==> config.mk <==
export PLATFORM = sky130hd
export DESIGN_NAME = ppdb_ctrl
export DESIGN_NICKNAME = d
export VERILOG_FILES = /design/src/hdl/ppdb_pkg.sv /design/src/hdl/ppdb_ctrl.sv
export SDC_FILE = /design/constraint.sdc
export NUM_CORES = 1
export LEC_CHECK = 0
export ABC_AREA = 0
export BUFFER_PORTS_ARGS = -buffer_cell sky130_fd_sc_hd__buf_2
export CELL_PAD_IN_SITES_DETAIL_PLACEMENT = 1
export CELL_PAD_IN_SITES_GLOBAL_PLACEMENT = 1
export CORE_MARGIN = 4
export CORE_UTILIZATION = 30
export DETAILED_ROUTE_END_ITERATION = 8
export PLACE_DENSITY_LB_ADDON = 0.1
export SETUP_SLACK_MARGIN = 0.05
export SYNTH_ARGS = -nofsm -noshare
export SYNTH_HDL_FRONTEND = slang
export SYNTH_SLANG_ARGS = --single-unit
==> constraint.sdc <==
create_clock -name clk -period 2.6 [get_ports clk]
set_input_delay 0.52 -clock clk [delete_from_list [all_inputs] [get_ports clk]]
set_output_delay 0.52 -clock clk [all_outputs]
set_load 0.03 [all_outputs]
==> src/hdl/ppdb_pkg.sv <==
`default_nettype none
package ppdb_pkg;

  localparam int DEF_IMG_WIDTH  = 710;
  localparam int DEF_IMG_HEIGHT = 540;
  localparam int COORD_FRAC     = 14;
  localparam int FOCAL_FRAC     = 8;

  localparam int OP_W     = 2;
  localparam int COORD_W  = 16;
  localparam int PIXC_W   = 10;
  localparam int DEPTH_W  = 16;
  localparam int STAT_W   = 3;
  localparam int FOCAL_W  = 20;
  localparam int CFG_IDX_W = 2;

  localparam int IN_TDATA_W  = 72;
  localparam int OUT_TDATA_W = 40;

  localparam int PROD_W = COORD_W + FOCAL_W + 1;
  localparam int QUO_W  = PROD_W - 1 - FOCAL_FRAC;
  localparam int Z_W    = 18;
  localparam int ZDIV_W = Z_W - 1;
  localparam int POS_W  = QUO_W + 2;
  localparam int CNT_W  = $clog2(QUO_W + 1);

  localparam logic [DEPTH_W-1:0] FAR_DEPTH =
    (COORD_FRAC >= DEPTH_W) ? {DEPTH_W{1'b1}} : DEPTH_W'(1 << COORD_FRAC);

  localparam logic [OP_W-1:0] OP_PROJECT = 2'd0;
  localparam logic [OP_W-1:0] OP_READ    = 2'd1;
  localparam logic [OP_W-1:0] OP_CLEAR   = 2'd2;
  localparam logic [OP_W-1:0] OP_NONE    = 2'd3;

  localparam logic [STAT_W-1:0] ST_WRITTEN    = 3'd0;
  localparam logic [STAT_W-1:0] ST_NOT_NEARER = 3'd1;
  localparam logic [STAT_W-1:0] ST_OUTSIDE    = 3'd2;
  localparam logic [STAT_W-1:0] ST_NONPOS     = 3'd3;
  localparam logic [STAT_W-1:0] ST_READ       = 3'd4;
  localparam logic [STAT_W-1:0] ST_CLEARED    = 3'd5;

  localparam logic [CFG_IDX_W-1:0] CFG_FOCAL  = 2'd0;
  localparam logic [CFG_IDX_W-1:0] CFG_OFFSET = 2'd1;
  localparam logic [CFG_IDX_W-1:0] CFG_CCOL   = 2'd2;
  localparam logic [CFG_IDX_W-1:0] CFG_CROW   = 2'd3;

  typedef enum logic [1:0] {
    RES_NONPOS  = 2'd0,
    RES_OUTSIDE = 2'd1,
    RES_MEM     = 2'd2,
    RES_CLEAR   = 2'd3
  } res_sel_t;

  typedef struct packed {
    logic     load_in;
    logic     prep;
    logic     div_step;
    logic     div_next;
    logic     pos;
    logic     rd_issue;
    logic     res_load;
    res_sel_t res_sel;
    logic     wr_upd;
    logic     out_load;
    logic     clr_start;
    logic     clr_step;
  } cmd_t;

  typedef struct packed {
    logic [OP_W-1:0] op;
    logic            z_pos;
    logic            div_done;
    logic            inframe;
    logic            clr_last;
  } stat_t;

endpackage
`default_nettype wire

==> src/hdl/ppdb_ctrl.sv <==
`default_nettype none
module ppdb_ctrl import ppdb_pkg::*; (
  input  wire logic            clk,
  input  wire logic            rst,
  input  wire logic            s_tvalid,
  output logic                 s_tready,
  input  wire logic [OP_W-1:0] s_op,
  output logic                 m_tvalid,
  input  wire logic            m_tready,
  input  wire stat_t           st,
  output cmd_t                 cmd
);

  typedef enum logic [7:0] {
    S_CLEAR = 8'b0000_0001,
    S_IDLE  = 8'b0000_0010,
    S_PREP  = 8'b0000_0100,
    S_DIVC  = 8'b0000_1000,
    S_DIVA  = 8'b0001_0000,
    S_ADDR  = 8'b0010_0000,
    S_RD    = 8'b0100_0000,
    S_DONE  = 8'b1000_0000
  } state_t;

  state_t state;
  state_t state_next;
  logic   report;
  logic   report_next;
  logic   out_free;

  assign s_tready = (state == S_IDLE);
  assign out_free = !m_tvalid || m_tready;

  always_comb begin
    state_next  = state;
    report_next = report;
    cmd         = '0;
    cmd.res_sel = RES_MEM;
    case (state)
      S_CLEAR: begin
        cmd.clr_step = 1'b1;
        if (st.clr_last) begin
          if (report) begin
            cmd.res_load = 1'b1;
            cmd.res_sel  = RES_CLEAR;
            state_next   = S_DONE;
          end else begin
            state_next = S_IDLE;
          end
        end
      end
      S_IDLE: begin
        if (s_tvalid) begin
          cmd.load_in = 1'b1;
          case (s_op)
            OP_PROJECT: state_next = S_PREP;
            OP_READ:    state_next = S_ADDR;
            OP_CLEAR: begin
              cmd.clr_start = 1'b1;
              report_next   = 1'b1;
              state_next    = S_CLEAR;
            end
            default:    state_next = S_IDLE;
          endcase
        end
      end
      S_PREP: begin
        if (st.z_pos) begin
          cmd.prep   = 1'b1;
          state_next = S_DIVC;
        end else begin
          cmd.res_load = 1'b1;
          cmd.res_sel  = RES_NONPOS;
          state_next   = S_DONE;
        end
      end
      S_DIVC: begin
        if (st.div_done) begin
          cmd.div_next = 1'b1;
          state_next   = S_DIVA;
        end else begin
          cmd.div_step = 1'b1;
        end
      end
      S_DIVA: begin
        if (st.div_done) begin
          cmd.pos    = 1'b1;
          state_next = S_ADDR;
        end else begin
          cmd.div_step = 1'b1;
        end
      end
      S_ADDR: begin
        if (st.op == OP_PROJECT && !st.inframe) begin
          cmd.res_load = 1'b1;
          cmd.res_sel  = RES_OUTSIDE;
          state_next   = S_DONE;
        end else begin
          cmd.rd_issue = 1'b1;
          state_next   = S_RD;
        end
      end
      S_RD: begin
        cmd.res_load = 1'b1;
        cmd.res_sel  = RES_MEM;
        cmd.wr_upd   = 1'b1;
        state_next   = S_DONE;
      end
      S_DONE: begin
        if (out_free) begin
          cmd.out_load = 1'b1;
          report_next  = 1'b0;
          state_next   = S_IDLE;
        end
      end
      default: state_next = S_IDLE;
    endcase
  end

  always_ff @(posedge clk) begin
    if (rst) begin
      state    <= S_CLEAR;
      report   <= 1'b0;
      m_tvalid <= 1'b0;
    end else begin
      state  <= state_next;
      report <= report_next;
      if (cmd.out_load) begin
        m_tvalid <= 1'b1;
      end else if (m_tready) begin
        m_tvalid <= 1'b0;
      end
    end
  end

endmodule
`default_nettype wire

## Word level (Yosys, flattened, before mapping)

Index checks and enable logic that the tools add are counted.

| storage, ports and cells | value |
|---|---|
| register bits | 10 |
| input port bits | 12 |
| output and inout bits | 15 |
| logic and storage cells | 69 |

| operators by class | value |
|---|---|
| mux-type cells | 39 |
| equality and inequality tests | 16 |
| reductions and logical operators | 11 |

Operator list:

| kind | count |
|---|---|
| $mux W8 | 8 |
| $pmux W8 S8 | 1 |
| $mux W1 | 23 |
| $pmux W6 S3 | 1 |
| $mux W3 | 4 |
| $pmux W3 S4 | 1 |
| $ne A2 B2 Y1 const B | 5 |
| $eq A8 B1 Y1 const B | 1 |
| $eq A8 B2 Y1 const B | 1 |
| $eq A8 B3 Y1 const B | 1 |
| $eq A8 B4 Y1 const B | 1 |
| $eq A8 B5 Y1 const B | 1 |
| $eq A8 B6 Y1 const B | 1 |
| $eq A8 B7 Y1 const B | 1 |
| $eq A8 B8 Y1 const B | 1 |
| $reduce_and A5 Y1 | 1 |
| $logic_not A2 Y1 | 2 |
| $reduce_and A4 Y1 | 1 |
| $reduce_bool A2 Y1 | 2 |
| $eq A2 B1 Y1 const B | 1 |
| $eq A2 B2 Y1 const B | 1 |
| $logic_not A1 Y1 | 2 |
| $ne A2 B1 Y1 const B | 1 |
| $pmux W1 S2 | 1 |
| 3 further kinds | 3 |

## Logic depth before layout (Yosys ltp)

Gate-level depths: netlist of run 1.

| depth | value |
|---|---|
| depth in word-level cells | 5 |
| gate-level depth with buffers | 6 |

## Worst setup path after synthesis of run 1

Ideal clock, no wire load.

| timing | value |
|---|---|
| path type | register -> output |
| start point | register state[3] |
| end point | output port cmd[6] (netlist bit) |
| cell stages (with the launch flop) | 6 |
| slack | -0.581 ns |
| arrival time | 2.661 ns |
| cells stage by stage | dfxtp_1 buf_2 or4_1 nor4_1 a32oi_1 nand2_1 |

RTL lines:

| what | RTL line | text |
|---|---|---|
| start: declaration | ppdb_ctrl.sv:25 | `state_t state;` |
| start signal: assignment | ppdb_ctrl.sv:126 | `state <= state_next;` |
| end: declaration | ppdb_ctrl.sv:11 | `output cmd_t cmd` |

==> results of run 1 <==
==> path summary, 6_finish.rpt <==
| check | to | slack [ns] |
|---|---|---|
| worst max-delay path | cmd[12] | 0.08 |
| worst min-delay path | report | 0.51 |
| worst max register to register | state[2] | 0.49 |
| worst min register to register | report | 0.51 |
==> routing by layer <==
layer	routed length [um]	vias to the layer above	track usage, %
met4	46	0	6.796
li1	-	421	-
met2	1299	17	29.02
met1	1135	423	20.45
met3	80	5	3.289
met5	0	-	0
==> cell usage after synthesis (3+ instances only) <==
cell type	count
nor2_1	6
nor4_1	5
dfxtp_1	10
inv_1	8
a21oi_1	5
nor2b_1	4
nand2b_1	3
nand2_1	5
nor3_1	4
==> sequential cells by signal, indices dropped and copies added (netlist names) <==
signal    count
m_tvalid      1
state         8
report        1
==> per-stage QoR <==
| stage | worst slack (ns) | hold slack [ns] | TNS [ns] |
|---|---|---|---|
| after floorplan | 0.03634 | 0.4481 | 0 |
| after global placement | 0.2492 | 0.4897 | 0 |
| after detailed placement | 0.2089 | 0.4874 | 0 |
| after CTS | 0.03953 | 0.4989 | 0 |
| after global routing | -0.002186 | 0.5108 | -0.002186 |
| final | 0.07796 | 0.5106 | 0 |
==> worst max-delay path, cell delays in order, from the launching register on <==
cell and delay [ns]:
dfxtp_4 0.35, or4_4 0.60, nor4b_4 0.41, and2_2 0.20, clkbuf_4 0.18
==> power by group through the flow <==
stage	Sequential (mW)	Clock, mW	Combinational (mW)
finish	0.165	0.114	0.134
global route	0.166	0.126	0.145
CTS	0.165	0.116	0.128
detailed placement	0.169	0	0.119
global placement	0.168	0	0.118
floorplan	0.166	0	0.0818
==> logic make-up (layout without fill, tap and decap cells) <==
family,count (synthesis),after routing,share of synthesized area (%)
compound gates,20,20,19.03
xor+xnor,2,2,2.258
buf+inv,14,49,9.033
flops,10,10,25.81
simple gates,48,48,43.87
==> repair_timing <==
item	4_1_cts	5_1_grt
endpoints found under the setup margin	7	8
resized for setup	12	11
pin swaps	3	4
buffers inserted	3	2
==> cell type report <==
class	instances	area (um^2)
flip-flops and latches	10	210.2
repair buffers	38	240.2
inverters	8	32.53
multi-input cells	70	591.8
well taps	30	37.54
clock buffers	3	22.52
fillers	313	1343
==> cells in the final DEF, fill, tap and decap left out, types with 2 or more instances in the layout <==
cell type  count
a21oi_1        5
buf_2         21
buf_4         14
buf_6          2
clkbuf_4       4
dfxtp_1        4
dfxtp_2        5
inv_1          7
nand2_1        5
nand2b_1       3
nor2_1         6
nor2b_1        2
nor3_1         3
nor4_1         3
nor4_4         2
nor4b_4        2
o21a_1         2
o21ai_0        2
or3b_2         2
or4_4          3
or4b_2         2
xnor2_1        2
==> impl_metrics.tcl, run 1 <==
set metrics [dict create \
    dieArea_um2 3463 \
    power_uw 413.4 \
    ir_drop_mv 0.2337 \
    yosys.area.top_type_share_pct 25.81 \
    drtAntennaViolNets 0 \
    dieWidth_um 58.85 \
    intPower_uw 274.3 \
    nNetsFinal 143 \
    timing.final.max_slew_violations 0 \
    r2r_cells 6 \
    hold_buffers 0 \
    cts_tree "built" \
    synth_top_cell_by_area "dfxtp_1" \
    rsz0062_at_grt "yes" \
    cts_buffers 3 \
    crit_type "reg2out" \
    powerDensity_nw_per_um2 364.3 \
    syn_nets 106 \
    p_seq_share_pct 40.0 \
    hp-class "reg2reg" \
    place_inst 151 \
    antenna_cells 0 \
    synth_seq_cells 10 \
    hold-path-cell-count 2 \
    vias 866 \
    p_switching_uw 139.0 \
    p_leak_nw 0.5039 \
    drt_first_pass_iters 4 \
    tightestPinTransition_ns 0.8955 \
    min_period_ns 2.522 \
    grt_antenna_before_repair 0 \
    synthCells 94 \
    fin_skew_ns 0.01405 \
    fin_crit_sh_pct 97.00 \
    swShare_pct 33.63 \
    wire_per_inst_um 16.11 \
    place_area_um2 1005 \
    grt_use_total_pct 16.88 \
    r2r_start "state[0]" \
    fmax_mhz 396.5 \
    required_ns 2.08 \
    hold_viol_final 0 \
    fp.dieH_um 58.85 \
    yosys_warnings 0 \
    fin_area_um2 1135 \
    yosysSeqAreaShare_pct 25.81 \
    critPathArrivalTime_ns 2.00 \
    dp_hpwl_um 1992 \
    layout-drive-gt1-share_pct 54.26 \
    io_pins 27 \
    crit_fanout 7 \
    grt_max_degree 11 \
    cts.sinks 10 \
    drc_errors 0 \
    grt_pass1_wl_um 4319 \
    synth_flop_cell "dfxtp_1" \
    synth_edf_count 0 \
    grt_overflow 0 \
    vias_per_cell 5.447 \
    yosysUniqueCellTypes 42 \
    coreArea_um2 2477 \
    critPathLaunch "state[6]" \
    drt-total-wl_um 2561 \
    clk_path_buf_depth 2 \
    setup_violations 0 \
    combPwrFrac_pct 32.4 \
    syn_to_final_growth_pct 46.29 \
    drt-initial-drc-count 17 \
    endpoint_kind "output pin" \
    start_util_pct 31.31 \
    worstSkewPairLatency_ns 0.28 \
    ys_top_cells_by_area "dfxtp_1 (26%), nor4_1 (4.0%), inv_1 (3.9%)" \
    grt_pass1_vias 874 \
    syn_area_um2 775.7 \
    drv_cap 0 \
    cp-start-kind "flop" \
    hp-start "report" \
    outcome "finished, final reports clean" \
    slew_headroom_pct 38.76 \
    synth.avg_cell_area_um2 8.253 \
    finalWeightedCongestion 0.7692 \
    cts.htree.levels 1 \
    finalCoreUtilization_pct 45.81 \
    clk_pin_slew_ns 0.08 \
    clkPwrFrac_pct 27.5 \
    clockRootBuffer "clkbuf_4" \
    fin_cells 159 \
    rows 18 \
    synthArstFlopShare_pct 0 \
    port_buffers 26 \
]
No activity file was read; power rests on OpenSTA's default activity.
==> inputs of run 2 (changes only) <==
==> constraint.sdc (replaced) <==
create_clock -name clk -period 2.1 [get_ports clk]
set_input_delay 0.42 -clock clk [delete_from_list [all_inputs] [get_ports clk]]
set_output_delay 0.42 -clock clk [all_outputs]
set_load 0.03 [all_outputs]
==> run 2 against run 1 <==
Against the previous run: the run now ends with negative setup slack left; critical path depth up 2; cell count grew 15%; non-clock buffer count increased by 24; critical path type unchanged; largest cell class unchanged.
==> impl_metrics.tcl, run 2 (synthesized netlist as in run 1, its figures left out) <==
set metrics [dict create \
    outcome "finished, violations left" \
    violations "negative setup slack" \
    ir_drop_mv 0.3279 \
    worst_path_max_delay_cell "or4_4" \
    worstSkewPairLatency_ns 0.27 \
    globalRouteMet1Util_pct 23.18 \
    hold-path-cell-count 2 \
    dieWidth_um 58.85 \
    place_area_um2 1164 \
    clk_path_buf_depth 2 \
    fin_area_um2 1446 \
    grt_pass1_vias 1016 \
    rows 18 \
    io_pins 27 \
    required_ns 1.68 \
    cts.htree.levels 1 \
    top_register "state" \
    hp-class "in2reg" \
    drv_cap 0 \
    hold_end "report" \
    critPathArrivalTime_ns 1.98 \
    start_util_pct 31.31 \
    hp-start "rst" \
    hold_viol_final 0 \
    p_leak_nw 0.6565 \
    fin_skew_ns 0.004722 \
    gr-max-usage-layer "met2" \
    cts.sinks 10 \
    port_buffers 26 \
    r2r_start "state[4]" \
    syn_to_final_growth_pct 86.45 \
    cts_buffers 3 \
    fp.dieH_um 58.85 \
    tns_ns -2.671 \
    rr_endpoint "state[2]" \
    crit_type "reg2out" \
    critPathBufInv 3 \
    drc_errors 0 \
    slew_headroom_pct 64.68 \
    hold_buffers 0 \
    layout-drive-gt1-share_pct 63.40 \
    grtUsageMet2_pct 32.49 \
    dieArea_um2 3463 \
    cp-start-kind "flop" \
    top_regs "state (8), m_tvalid (1), report (1)" \
    crit_family "simple AND/OR/NAND/NOR gates" \
    met3_usage_pct 2.632 \
    min_period_ns 2.402 \
    reg2reg_slack_ns 0.04 \
    dp_hpwl_um 2293 \
    vias 997 \
    coreArea_um2 2477 \
    nNetsFinal 167 \
    clk_pin_slew_ns 0.08 \
    finalWeightedCongestion 0.8324 \
    grt_overflow 0 \
    largest_reg_flops 8 \
    grt_use_total_pct 18.67 \
    clockRootBuffer "clkbuf_4" \
    fin_crit_sh_pct 114.4 \
    grt_max_degree 9 \
    drtAntennaViolNets 0 \
    powerDensity_nw_per_um2 400.2 \
    cts_tree "built" \
    endpoint_kind "output pin" \
    layout_common_cells "buf_4 (32), buf_6 (17), buf_2 (13)" \
    place_inst 168 \
    r2r_cells 7 \
    antenna_cells 0 \
    timing.final.max_slew_violations 0 \
    crit_fanout 4 \
    drt_first_pass_iters 4 \
    setup_violations 13 \
    fin_ws_ns -0.3025 \
    grt_pass1_wl_um 4802 \
    grt_antenna_before_repair 0 \
    drt-initial-drc-count 31 \
    crit_chain "or4_4 > nor4b_4 > buf_4 > nand4b_4 > inv_4 > buf_6" \
    wire_per_inst_um 19.18 \
    fin_cells 183 \
    slowest_delay_ns 0.57 \
    drt-total-wl_um 3510 \
    fmax_mhz 416.2 \
    final_common_cell "buf_4" \
    rsz0062_at_grt "yes" \
    vias_per_cell 5.448 \
    tightestPinTransition_ns 0.5258 \
]
[run 2: final cells by class]
class	instances	area (um^2)
well taps	30	37.54
clock buffers	3	22.52
fillers	292	1031
flip-flops and latches	10	205.2
multi-input cells	70	651.9
repair buffers	62	496.7
inverters	8	32.53
[run 2: where the power goes]
part	internal [mW]	total [mW]	leakage (nW)	switching, mW
clock network	0.0664	0.146	0.0138	0.0796
logic	0.115	0.229	0.560	0.113
registers	0.197	0.204	0.0830	0.00759
[run 2: worst max path at each step]
stage	slack, ns	depth (start not counted)	to	from
2_1_floorplan	-0.35	6	cmd[1]	state[4]
3_3_place_gp	-0.02	5	cmd[1]	state[4]
3_5_place_dp	-0.07	5	cmd[2]	state[4]
4_1_cts	-0.28	5	cmd[2]	state[5]
5_1_grt	-0.38	5	cmd[5]	state[4]
6_report	-0.30	6	cmd[1]	state[4]
[run 2: repair_timing]
item / in CTS / in global routing
resized for setup: 31 / 16
endpoints found under the hold margin: 0 / 0
buffers inserted: 4 / 8
pin swaps: 7 / 7
setup endpoints to repair: 14 / 19
[run 2: through the flow]
stage	setup slack, ns	util [%]	hold slack [ns]	power (mW)
2_1_floorplan	-0.3543	-	0.4481	0.3133
3_3_place_gp	-0.01743	46.97	0.4933	0.3799
3_5_place_dp	-0.07135	46.97	0.5078	0.3830
4_1_cts	-0.2775	53.84	0.4262	0.5449
5_1_grt	-0.3807	58.38	0.4347	0.6107
6_report	-0.3025	58.38	0.4313	0.5789
[run 2: metal layers]
layer  part of all wire (%)  up-vias
met5                      0        -
met4                      0        0
met3                    2.8        0
met2                     53       29
met1                     44      501
li1                       -      467
